`src/sv/skt_pkg.sv`:
```
`timescale 1ns / 1ps
`default_nettype none

package skt_pkg;

   localparam int CAPACITY_DEFAULT = 64;
   localparam int KEY_BITS_DEFAULT = 32;
   localparam int REQ_KEY_W        = 32;
   localparam int RSP_POS_W        = 7;

   localparam logic [1:0] FUNC_INSERT = 2'd0;
   localparam logic [1:0] FUNC_DELETE = 2'd1;
   localparam logic [1:0] FUNC_SEARCH = 2'd2;

   typedef enum logic [2:0] {
      STATUS_OK       = 3'd0,
      STATUS_DUP      = 3'd1,
      STATUS_FULL     = 3'd2,
      STATUS_NOTFOUND = 3'd3,
      STATUS_EMPTY    = 3'd4
   } skt_status_type;

   // Completion of one request, from the sequencer to the response side.
   typedef struct packed {
      logic           fire;
      skt_status_type status;
      logic           inc;
      logic           dec;
   } skt_done_type;

endpackage

`default_nettype wire

```
`src/sv/sorted_key_table.sv`:
```
`timescale 1ns / 1ps
`default_nettype none

// Sorted key table: holds up to CAPACITY distinct signed keys in ascending
// order in one memory and serves one insert, delete or search request at a
// time. A request is taken when start is high and busy is low. The block
// scans the memory from the bottom, reading and comparing each key below the
// requested one, then moves keys one place, each read and then written, to
// open or close a gap; the single read port of the key memory sets that pace.
// A request keeps busy high until it resolves, and its response appears on
// the rsp_ ports for exactly one cycle, marked by rsp_valid, in the cycle
// after the sequencer finishes. The response cannot be held off. No clearing
// pass is needed after reset.

module sorted_key_table #(
   parameter int CAPACITY = skt_pkg::CAPACITY_DEFAULT,
   parameter int KEY_BITS = skt_pkg::KEY_BITS_DEFAULT
) (
   input  wire logic                                 clock,
   input  wire logic                                 reset,
   input  wire logic                                 start,
   output logic                                      busy,
   input  wire logic [1:0]                           req_func,
   input  wire logic signed [skt_pkg::REQ_KEY_W-1:0] req_key,
   output logic                                      rsp_valid,
   output logic      [2:0]                           rsp_status,
   output logic      [skt_pkg::RSP_POS_W-1:0]        rsp_position,
   output logic      [skt_pkg::RSP_POS_W-1:0]        rsp_entry_count
);

   localparam int CNT_W = $clog2(CAPACITY + 1);
   localparam int IDX_W = $clog2(CAPACITY);

   skt_pkg::skt_done_type done;
   logic [CNT_W-1:0]      done_pos;
   logic [CNT_W-1:0]      count_ff, count_in;
   logic                  rsp_valid_ff;
   logic [2:0]            rsp_status_ff;
   logic [CNT_W-1:0]      rsp_pos_ff;
   logic [CNT_W-1:0]      rsp_count_ff;

   logic                  rd_en;
   logic [IDX_W-1:0]      rd_addr;
   logic [KEY_BITS-1:0]   rd_data;
   logic                  wr_en;
   logic [IDX_W-1:0]      wr_addr;
   logic [KEY_BITS-1:0]   wr_data;

   skt_ctrl #(
      .CAPACITY(CAPACITY),
      .KEY_BITS(KEY_BITS)
   ) u_ctrl (
      .clock   (clock),
      .reset   (reset),
      .start   (start),
      .req_func(req_func),
      .req_key (req_key),
      .count   (count_ff),
      .busy    (busy),
      .done    (done),
      .done_pos(done_pos),
      .rd_en   (rd_en),
      .rd_addr (rd_addr),
      .rd_data (rd_data),
      .wr_en   (wr_en),
      .wr_addr (wr_addr),
      .wr_data (wr_data)
   );

   skt_ram #(
      .WIDTH(KEY_BITS),
      .DEPTH(CAPACITY)
   ) u_key_ram (
      .clock  (clock),
      .wr_en  (wr_en),
      .wr_addr(wr_addr),
      .wr_data(wr_data),
      .rd_en  (rd_en),
      .rd_addr(rd_addr),
      .rd_data(rd_data)
   );

   always_comb begin
      count_in = count_ff;
      if (done.fire && done.inc) begin
         count_in = count_ff + 1'b1;
      end else if (done.fire && done.dec) begin
         count_in = count_ff - 1'b1;
      end
   end

   always_ff @(posedge clock) begin
      if (reset) begin
         count_ff     <= '0;
         rsp_valid_ff <= 1'b0;
      end else begin
         count_ff     <= count_in;
         rsp_valid_ff <= done.fire;
      end
      if (done.fire) begin
         rsp_status_ff <= done.status;
         rsp_pos_ff    <= done_pos;
         rsp_count_ff  <= count_in;
      end
   end

   assign rsp_valid       = rsp_valid_ff;
   assign rsp_status      = rsp_status_ff;
   assign rsp_position    = skt_pkg::RSP_POS_W'(rsp_pos_ff);
   assign rsp_entry_count = skt_pkg::RSP_POS_W'(rsp_count_ff);

endmodule

`default_nettype wire

```
`src/sv/skt_ram.sv`:
```
`timescale 1ns / 1ps
`default_nettype none

module skt_ram #(
   parameter int WIDTH = 32,
   parameter int DEPTH = 64
) (
   input  wire logic                     clock,
   input  wire logic                     wr_en,
   input  wire logic [$clog2(DEPTH)-1:0] wr_addr,
   input  wire logic [WIDTH-1:0]         wr_data,
   input  wire logic                     rd_en,
   input  wire logic [$clog2(DEPTH)-1:0] rd_addr,
   output logic      [WIDTH-1:0]         rd_data
);

   logic [WIDTH-1:0] mem_ff [DEPTH];
   logic [WIDTH-1:0] rd_data_ff;

   always_ff @(posedge clock) begin
      if (wr_en) begin
         mem_ff[wr_addr] <= wr_data;
      end
      if (rd_en) begin
         rd_data_ff <= mem_ff[rd_addr];
      end
   end

   assign rd_data = rd_data_ff;

endmodule

`default_nettype wire

```
`src/sv/skt_ctrl.sv`:
```
`timescale 1ns / 1ps
`default_nettype none

module skt_ctrl #(
   parameter int CAPACITY = skt_pkg::CAPACITY_DEFAULT,
   parameter int KEY_BITS = skt_pkg::KEY_BITS_DEFAULT
) (
   input  wire logic                              clock,
   input  wire logic                              reset,
   input  wire logic                              start,
   input  wire logic [1:0]                        req_func,
   input  wire logic [skt_pkg::REQ_KEY_W-1:0]     req_key,
   input  wire logic [$clog2(CAPACITY+1)-1:0]     count,
   output logic                                   busy,
   output skt_pkg::skt_done_type                  done,
   output logic      [$clog2(CAPACITY+1)-1:0]     done_pos,
   output logic                                   rd_en,
   output logic      [$clog2(CAPACITY)-1:0]       rd_addr,
   input  wire logic [KEY_BITS-1:0]               rd_data,
   output logic                                   wr_en,
   output logic      [$clog2(CAPACITY)-1:0]       wr_addr,
   output logic      [KEY_BITS-1:0]               wr_data
);

   localparam int CNT_W = $clog2(CAPACITY + 1);
   localparam int IDX_W = $clog2(CAPACITY);

   typedef enum logic [5:0] {
      S_IDLE     = 6'b000001,
      S_SCAN_RD  = 6'b000010,
      S_SCAN_CMP = 6'b000100,
      S_SHIFT_RD = 6'b001000,
      S_SHIFT_WR = 6'b010000,
      S_PUT      = 6'b100000
   } state_type;

   state_type                  state_ff, state_in;
   logic [1:0]                 func_ff, func_in;
   logic signed [KEY_BITS-1:0] key_ff, key_in;
   logic [CNT_W-1:0]           idx_ff, idx_in;
   logic [CNT_W-1:0]           slot_ff, slot_in;
   logic [CNT_W-1:0]           idx_m1, idx_p1, idx_p2, slot_p1;
   logic                       resolve;
   logic                       found;

   assign idx_m1  = idx_ff - 1'b1;
   assign idx_p1  = idx_ff + 1'b1;
   assign idx_p2  = idx_ff + 2'd2;
   assign slot_p1 = slot_ff + 1'b1;
   assign busy    = (state_ff != S_IDLE);

   always_comb begin
      state_in    = state_ff;
      func_in     = func_ff;
      key_in      = key_ff;
      idx_in      = idx_ff;
      slot_in     = slot_ff;
      rd_en       = 1'b0;
      rd_addr     = idx_ff[IDX_W-1:0];
      wr_en       = 1'b0;
      wr_addr     = idx_ff[IDX_W-1:0];
      wr_data     = rd_data;
      done.fire   = 1'b0;
      done.status = skt_pkg::STATUS_OK;
      done.inc    = 1'b0;
      done.dec    = 1'b0;
      done_pos    = '0;
      resolve     = 1'b0;
      found       = 1'b0;

      unique case (state_ff)
         S_IDLE: begin
            if (start) begin
               func_in  = req_func;
               key_in   = KEY_BITS'($signed(req_key));
               idx_in   = '0;
               state_in = S_SCAN_RD;
            end
         end
         S_SCAN_RD: begin
            if (idx_ff == count) begin
               resolve = 1'b1;
            end else begin
               rd_en    = 1'b1;
               state_in = S_SCAN_CMP;
            end
         end
         S_SCAN_CMP: begin
            if ($signed(rd_data) < key_ff) begin
               idx_in   = idx_p1;
               state_in = S_SCAN_RD;
            end else begin
               resolve = 1'b1;
               found   = (rd_data == key_ff);
            end
         end
         S_SHIFT_RD: begin
            rd_en    = 1'b1;
            rd_addr  = (func_ff == skt_pkg::FUNC_INSERT) ? idx_m1[IDX_W-1:0]
                                                         : idx_p1[IDX_W-1:0];
            state_in = S_SHIFT_WR;
         end
         S_SHIFT_WR: begin
            wr_en = 1'b1;
            if (func_ff == skt_pkg::FUNC_INSERT) begin
               // move one entry up, walking down toward the slot
               idx_in   = idx_m1;
               state_in = (idx_m1 == slot_ff) ? S_PUT : S_SHIFT_RD;
            end else begin
               // close the gap, walking up toward the tail
               idx_in = idx_p1;
               if (idx_p2 == count) begin
                  done.fire   = 1'b1;
                  done.status = skt_pkg::STATUS_OK;
                  done.dec    = 1'b1;
                  done_pos    = slot_p1;
                  state_in    = S_IDLE;
               end else begin
                  state_in = S_SHIFT_RD;
               end
            end
         end
         S_PUT: begin
            wr_en       = 1'b1;
            wr_addr     = slot_ff[IDX_W-1:0];
            wr_data     = key_ff;
            done.fire   = 1'b1;
            done.status = skt_pkg::STATUS_OK;
            done.inc    = 1'b1;
            done_pos    = slot_p1;
            state_in    = S_IDLE;
         end
         default: begin
            state_in = S_IDLE;
         end
      endcase

      if (resolve) begin
         slot_in  = idx_ff;
         state_in = S_IDLE;
         case (func_ff)
            skt_pkg::FUNC_INSERT: begin
               if (found) begin
                  done.fire   = 1'b1;
                  done.status = skt_pkg::STATUS_DUP;
                  done_pos    = idx_p1;
               end else if (count == CNT_W'(CAPACITY)) begin
                  done.fire   = 1'b1;
                  done.status = skt_pkg::STATUS_FULL;
               end else if (count == idx_ff) begin
                  state_in = S_PUT;
               end else begin
                  idx_in   = count;
                  state_in = S_SHIFT_RD;
               end
            end
            skt_pkg::FUNC_DELETE: begin
               if (count == '0) begin
                  done.fire   = 1'b1;
                  done.status = skt_pkg::STATUS_EMPTY;
               end else if (!found) begin
                  done.fire   = 1'b1;
                  done.status = skt_pkg::STATUS_NOTFOUND;
               end else if (idx_p1 == count) begin
                  done.fire   = 1'b1;
                  done.status = skt_pkg::STATUS_OK;
                  done.dec    = 1'b1;
                  done_pos    = idx_p1;
               end else begin
                  state_in = S_SHIFT_RD;
               end
            end
            skt_pkg::FUNC_SEARCH: begin
               done.fire = 1'b1;
               if (found) begin
                  done.status = skt_pkg::STATUS_OK;
                  done_pos    = idx_p1;
               end else begin
                  done.status = skt_pkg::STATUS_NOTFOUND;
               end
            end
            default: begin
               done.fire   = 1'b1;
               done.status = skt_pkg::STATUS_OK;
            end
         endcase
      end
   end

   always_ff @(posedge clock) begin
      if (reset) begin
         state_ff <= S_IDLE;
      end else begin
         state_ff <= state_in;
      end
      func_ff <= func_in;
      key_ff  <= key_in;
      idx_ff  <= idx_in;
      slot_ff <= slot_in;
   end

endmodule

`default_nettype wire

```
`config.mk`:
```
export PLATFORM = sky130hd
export DESIGN_NAME = sorted_key_table
export DESIGN_NICKNAME = d
export VERILOG_FILES = /design/src/sv/skt_pkg.sv /design/src/sv/sorted_key_table.sv /design/src/sv/skt_ram.sv /design/src/sv/skt_ctrl.sv
export SDC_FILE = /design/constraint.sdc
export NUM_CORES = 2
export LEC_CHECK = 0
export BUFFER_PORTS_ARGS = -buffer_cell sky130_fd_sc_hd__buf_4
export CAP_MARGIN = 20
export CORE_UTILIZATION = 55
export CTS_BUF_LIST = sky130_fd_sc_hd__clkbuf_4 sky130_fd_sc_hd__clkbuf_8
export CTS_CLUSTER_DIAMETER = 40
export DETAILED_ROUTE_END_ITERATION = 7
export GPL_TIMING_DRIVEN = 0
export PLACE_DENSITY = 0.71
export SLEW_MARGIN = 20
export SYNTH_ARGS = -nofsm -noshare
export SYNTH_HDL_FRONTEND = slang
export SYNTH_SLANG_ARGS = --single-unit
```
`constraint.sdc`:
```
create_clock -name clock -period 7 [get_ports clock]
set_clock_uncertainty 0.1 [all_clocks]
set_input_delay 1.4 -clock clock [delete_from_list [all_inputs] [get_ports clock]]
set_output_delay 1.4 -clock clock [all_outputs]
set_load 0.01 [all_outputs]
```
# After elaboration in Yosys (flattened, before gate mapping)
# Memories as Yosys holds them, arrays and structs flattened. A register that Yosys moved wholly into a read port is not among the register bits.
# Index checks and enable logic that the tools add are counted.
dict set report op_classes {
  reduce_logical 8
  shift 0
  n_eq_ne 19
  n_addsub 6
  n_lt_le_gt_ge 1
  n_div 0
  mul 0
  bitwise_logic 0
  mux 69
}
# op n
set op_table {}
lappend op_table {{7-bit two-way mux} 17}
lappend op_table {{6-bit two-way mux} 14}
lappend op_table {{4-bit two-way mux} 10}
lappend op_table {{7-bit == test} 5}
lappend op_table {{32-bit == test} 1}
lappend op_table {{32-bit less-than comparator} 1}
lappend op_table {{32-bit two-way mux} 1}
lappend op_table {{6-bit one-hot mux with 5 select lines} 1}
lappend op_table {{7-bit one-hot mux with 2 select lines} 2}
lappend op_table {{7-bit by 1-bit adder with 7-bit output, second input constant} 3}
lappend op_table {{7-bit one-hot mux with 3 select lines} 1}
lappend op_table {{1-bit two-way mux} 17}
lappend op_table {{7-bit by 1-bit subtractor with 7-bit output, second input constant} 2}
lappend op_table {{4-bit one-hot mux with 3 select lines} 1}
lappend op_table {{6-bit one-hot mux with 2 select lines} 1}
lappend op_table {{4-bit one-hot mux with 2 select lines} 1}
lappend op_table {{7-bit by 2-bit adder with 7-bit output, second input constant} 1}
lappend op_table {{7-bit == test, second input constant} 1}
lappend op_table {{7-bit logical NOT} 1}
lappend op_table {{6-bit by 1-bit == test with 1-bit output, second input constant} 1}
lappend op_table {{6-bit by 2-bit == test with 1-bit output, second input constant} 1}
lappend op_table {{6-bit by 3-bit == test with 1-bit output, second input constant} 1}
lappend op_table {{6-bit by 4-bit == test with 1-bit output, second input constant} 1}
lappend op_table {{6-bit by 5-bit == test with 1-bit output, second input constant} 1}
lappend op_table {{13 further kinds} 17}
dict set report word_totals {
  elab_cells 114
  input_bits 37
  ff_bits 79
  ram_bits 2048
  rom_bits 0
  latch_bits 0
  mem_count 1
  out_inout_bits 19
}
# name depth width read_ports rd_clocked_by_memory_dff wr line_no
set memory_table {}
lappend memory_table {u_key_ram.mem_ff 64 32 1 1 1 skt_ram.sv:17} ;# logic [WIDTH-1:0] mem_ff [DEPTH];

# Longest topological paths before layout
dict set report depth {
  word_depth 13
  ltp_mapped 13
  ltp_nobuf 10
}

# Modules after synthesis
# From an unflattened synthesis, not the netlist that was laid out.
dict set report hier_totals {
  hier_cells 3933
  area_unflattened_um2 84433.5
}
# module instances seq_area_each_um2 cells_per_inst area_per_inst_um2
set by_module_without_submodules {}
lappend by_module_without_submodules {skt_ram 1 62459.9 3324 78835.6}
lappend by_module_without_submodules {skt_ctrl 1 1491.4 536 4568.1}
lappend by_module_without_submodules {sorted_key_table 1 670.6 73 1029.7}

# Worst setup path after synthesis
# No wires, ideal clock.
dict set report synth_path {
  path_type {register to register}
  from {register u_ctrl.state_ff[2]}
  to {memory u_key_ram.mem_ff[0][31] (data pin)}
  required_time_ps 6198
  path_stages_with_launch 8
  slack_ps 2042
  synth_period_minus_slack_ps 4958
  t_arrival_ps 4156
  n_path_buf 4
  cell_sequence {dfxtp_1 -> buf_6 -> nor4_1 -> nand3b_1 -> clkbuf_1 -> clkbuf_1 -> clkbuf_1 -> o21ai_0}
}
dict set report synth_between {
  elab_chain_len 2
}
# element line_no
set synth_lines {}
lappend synth_lines {{start: declaration} skt_ctrl.sv:37} ;# state_type state_ff, state_in;
lappend synth_lines {{start signal: assignment} skt_ctrl.sv:194} ;# state_ff <= state_in;
lappend synth_lines {{6-bit == test} skt_ctrl.sv:71} ;# unique case (state_ff)
lappend synth_lines {{32-bit two-way mux} skt_ctrl.sv:71}
lappend synth_lines {{named net u_ctrl.wr_data[31]} skt_ctrl.sv:22} ;# output logic [KEY_BITS-1:0] wr_data
lappend synth_lines {{end: declaration} skt_ram.sv:17}
# The timed path passes the listed nets, and every way through them passes these cells.

# Worst setup path in the final report
dict set report layout_path {
  from {register u_ctrl.idx_ff[1]}
  to {register u_key_ram.rd_data_ff[11] (netlist: u_key_ram.rd_data[11]), read port of u_key_ram.mem_ff (data pin)}
}
dict set report layout_between {
  elab_chain_len 3
}
# element line_no
set layout_lines {}
lappend layout_lines {{start: declaration} skt_ctrl.sv:40} ;# logic [CNT_W-1:0] idx_ff, idx_in;
lappend layout_lines {{start signal: assignment} skt_ctrl.sv:198} ;# idx_ff <= idx_in;
lappend layout_lines {{7-bit by 1-bit adder with 7-bit output, or another cell as far along} skt_ctrl.sv:47} ;# assign idx_p1 = idx_ff + 1'b1;
lappend layout_lines {{6-bit two-way mux / 1-bit two-way mux (equally long branches)} {skt_ctrl.sv:99, skt_ctrl.sv:81}}
lappend layout_lines {{6-bit two-way mux / 1-bit one-hot mux with 2 select lines (equally long branches)} skt_ctrl.sv:71}
lappend layout_lines {{end: declaration} skt_ram.sv:18} ;# logic [WIDTH-1:0] rd_data_ff;
# Several ways; a longest one is shown, not always the timed one.
# A chain may end at the register's enable or synchronous reset.

==> impl_metrics.csv <==
group,metric,value,unit
outcome,status,"finished, violations left",
outcome,violations,"design-rule violations",
logic_synthesis,synthCells,3847,
power_and_ir_drop,switching_share,24.9,%
logic_synthesis,synth_nets,3924,
global_routing,antenna_found_initial,12,
global_routing,grt_usage,29.3,%
clocking,clock_path_buffers,4,
placed_design,dp_hpwl,153000,µm
logic_synthesis,synthAdderAreaFrac,0.597,%
floorplan,core,150000,µm²
power_and_ir_drop,leakagePower,32.1,nW
logic_synthesis,async_reset_ff_share,0,%
floorplan,initial_core_util,55.7,%
run,cap_violations,0,
power_and_ir_drop,seqPwrFrac,50.0,%
clocking,cts_tree,"yes",
detailed_routing,drcViolationCount,4,
logic_synthesis,yosys.area_share.xor_xnor,0.493,%
sta,fmaxAchievable,159,MHz
sta,relSlewSlack,20.1,%
logic_synthesis,synth_most_common_cell,"edfxtp_1",
clocking,htree_levels,5,
floorplan,boundaryPins,56,
setup_path,crit_path_frequent_cell,"inv_1",
power_and_ir_drop,power_switching,7.17,mW
detailed_routing,viasPerCell,6.57,
placed_design,dpl_cell_area,91300,µm²
logic_synthesis,yosys.area_share.simple,1.99,%
sta,fin_crit_sh,89.7,%
power_and_ir_drop,pwr-share-comb,13.7,%
logic_synthesis,syn_area,83800,µm²
global_routing,grt_max_degree,41,
clocking,numClockSinks,2159,
power_and_ir_drop,cell_internal_pwr,21.6,mW
floorplan,die_height,392,µm
clocking,clk_latency,1030,ps
logic_synthesis,synth.ff_latch_count,2159,
logic_synthesis,ys_types,71,
logic_synthesis,synth_top_area_share,76.6,%
sta,rsz0062_at_grt,"false",
setup_path,cp_data_arrival_time,6890,ps
logic_synthesis,synth_common_cells,"2138 x edfxtp_1, 512 x mux4_2, 121 x a22o_1",
clocking,cts_hold_buf,0,
sta,fin_crit,6280,ps
worst_hold_path,hold_path.class,"flop to flop",
logic_synthesis,synth-edff-count,2138,
detailed_routing,routed_wl,222000,µm
global_routing,grt_pass1_vias,43247,
sta,finalHoldViolCount,0,
logic_synthesis,ys_seq_area_share,77.1,%
setup_path,cpMaxStageDelayCell,"a22oi_1",
power_and_ir_drop,power_density,294,nW/µm²
setup_path,worst-setup-path-type,"flop to flop",
detailed_routing,avgRoutedWirePerCell,33.4,µm
global_routing,grt_pass1_wl,312000,µm
layout,layout-drive-gt1-share,31.7,%
clocking,cts_resized,0,
detailed_routing,first_pass_iters,8,
setup_path,r2r-start,"u_ctrl.idx_ff[1]",
clocking,post-cts-setup-buffers,0,
placed_design,place.gp.congestion,1.05,
global_routing,grt.overflow.total,0,
clocking,path_clk_slew,70,ps
detailed_routing,drtIter0Drc,6257,
clocking,cts_root_buf,"clkbuf_8",
setup_path,path_cells,"inv_1 -> ha_1 -> inv_1 -> xnor2_1 -> o21ai_2 -> buf_2 -> buf_1 -> mux4_2 -> a22o_1 -> a221o_1 -> a22oi_1 -> o221ai_1",
power_and_ir_drop,clkPwrFrac,36.3,%
logic_synthesis,synth_top_area_cell,"edfxtp_1",
logic_synthesis,synth_warnings,0,
sta,finalSetupViolations,0,
layout,fin_area,97800,µm²
sta,drv_slew,0,
setup_path,crit_start,"u_ctrl.idx_ff[1]",
logic_synthesis,yosys_most_used_dff,"edfxtp_1",
setup_path,crit_required,7610,ps
clocking,cts_buffers,350,
logic_synthesis,muxShareOfSynthArea,13.8,%
floorplan,dieArea,154000,µm²
worst_hold_path,min_from,"u_ctrl.idx_ff[4]",
floorplan,die_w,392,µm
layout,area_delta_synth_final,16.7,%
setup_path,crit_path_end_kind,"flop",
power_and_ir_drop,vdd.ir_drop.worst,245,µV
logic_synthesis,synth_top_family_by_area,"multiplexers",
placed_design,numPortBuffers,54,
setup_path,worstPathMaxFanout,10,
layout,finalNetCount,4480,
sta,hold_ws,341,ps
sta,tightest_slew,1200,ps
detailed_routing,vias,43739,
logic_synthesis,syn_area_per_cell,21.8,µm²
floorplan,row_count,142,
setup_path,critPathLaunchType,"flop",
logic_synthesis,synth_compound_area_share,4.44,%
logic_synthesis,synth_area_leaders,"edfxtp_1 77%, mux4_2 14%, a22o_1 1.3%",
detailed_routing,drtAntennaViolNets,0,
setup_path,critPathMaxStageDelay,940,ps
worst max-delay path: cells and delay by family, from the launching register on:
family | cells | cell delay, ps
flops | 1 | 620
mux | 1 | 430
buf+inv | 4 | 1530
xor+xnor | 1 | 170
compound gates | 5 | 2660
fa+ha+maj | 1 | 450
cells by family (layout without fill, tap and decap cells):
| family | after synthesis | after routing |
|---|---|---|
| fa+ha+maj | 40 | 40 |
| flops | 2159 | 2159 |
| compound gates | 472 | 472 |
| buf+inv | 265 | 1049 |
| other cells | 0 | 8 |
| mux | 518 | 518 |
| xor+xnor | 45 | 45 |
| simple gates | 348 | 348 |
flip-flops by register name (all words and copies together) (netlist names):
signal             flops
rsp_position           7
count_ff               7
u_key_ram.rd_data     32
rsp_status             3
u_ctrl.func_ff         2
u_key_ram.mem_ff    2048
u_ctrl.state_ff        6
rsp_entry_count        7
rsp_valid              1
u_ctrl.slot_ff         7
u_ctrl.idx_ff          7
u_ctrl.key_ff         32
path summary, 6_finish.rpt:
kind | to | slack, ps | cells past startpoint
setup reg to reg | u_key_ram.rd_data[11] | 720 | 12
hold reg to reg | u_ctrl.slot_ff[4] | 340 | 0
setup / recovery | u_key_ram.rd_data[11] | 720 | 12
hold / removal | u_ctrl.slot_ff[4] | 340 | 0
metal layers:
layer / wire length, µm / vias to the layer above / global-route usage, %
li1: - / 17645 / -
met1: 83100 / 22866 / 40.5
met2: 104000 / 2784 / 44.6
met3: 25100 / 440 / 7.25
met4: 10300 / 4 / 12.9
met5: 43 / - / 0
power groups by stage:
stage          sequential, mW  combinational (mW)  clock [mW]
6_report                 14.4                3.94        10.4
5_1_grt                  14.4                4.07        11.1
4_1_cts                  14.4                3.90        10.5
3_5_place_dp             14.7                3.88           0
3_3_place_gp             14.7                3.63           0
2_1_floorplan            14.7                2.37           0
layout make-up:
class / instances / area, µm²
sequential: 2159 / 64600
fill: 9582 / 52600
multi-input combinational: 1423 / 18800
clock buffer: 461 / 5700
timing repair buffer: 204 / 4070
tap: 2016 / 2520
buffer: 217 / 1120
clock inverter: 119 / 817
inverter: 48 / 180
antenna: 8 / 20.0
layout by cell type, fill, tap and decap left out, types with 16 or more instances in the layout:
cell type	n
nand2_1	84
o21ai_4	33
a22oi_1	45
buf_6	16
buf_16	94
buf_4	83
nor3_1	16
o21ai_0	30
buf_1	18
a221o_1	61
clkinv_2	30
nor2_1	42
buf_2	67
clkbuf_1	85
a221oi_1	61
clkbuf_4	103
clkbuf_8	358
nor2_4	65
inv_1	47
clkinv_1	68
dfxtp_1	21
xor2_1	21
a22o_1	121
ha_1	40
a21oi_1	36
nand4_1	19
buf_12	49
xnor2_1	22
nand3_1	43
mux4_2	512
o221ai_1	30
edfxtp_1	2138
stage by stage:
stage | setup WS (ps) | TNS, ps | power (mW) | utilization, % | std cells
floorplan | 2040 | 0 | 17.1 | - | 3847
global placement | -3630 | -5014010 | 18.4 | 57.6 | 5917
detailed placement | 940 | 0 | 18.5 | 60.7 | 6067
CTS | 878 | 0 | 28.8 | 65.0 | 6647
global route | 767 | 0 | 29.5 | 65.0 | 6651
finish | 718 | 0 | 28.8 | 65.0 | 6655
Note: power is estimated with default switching activity, not from simulation.
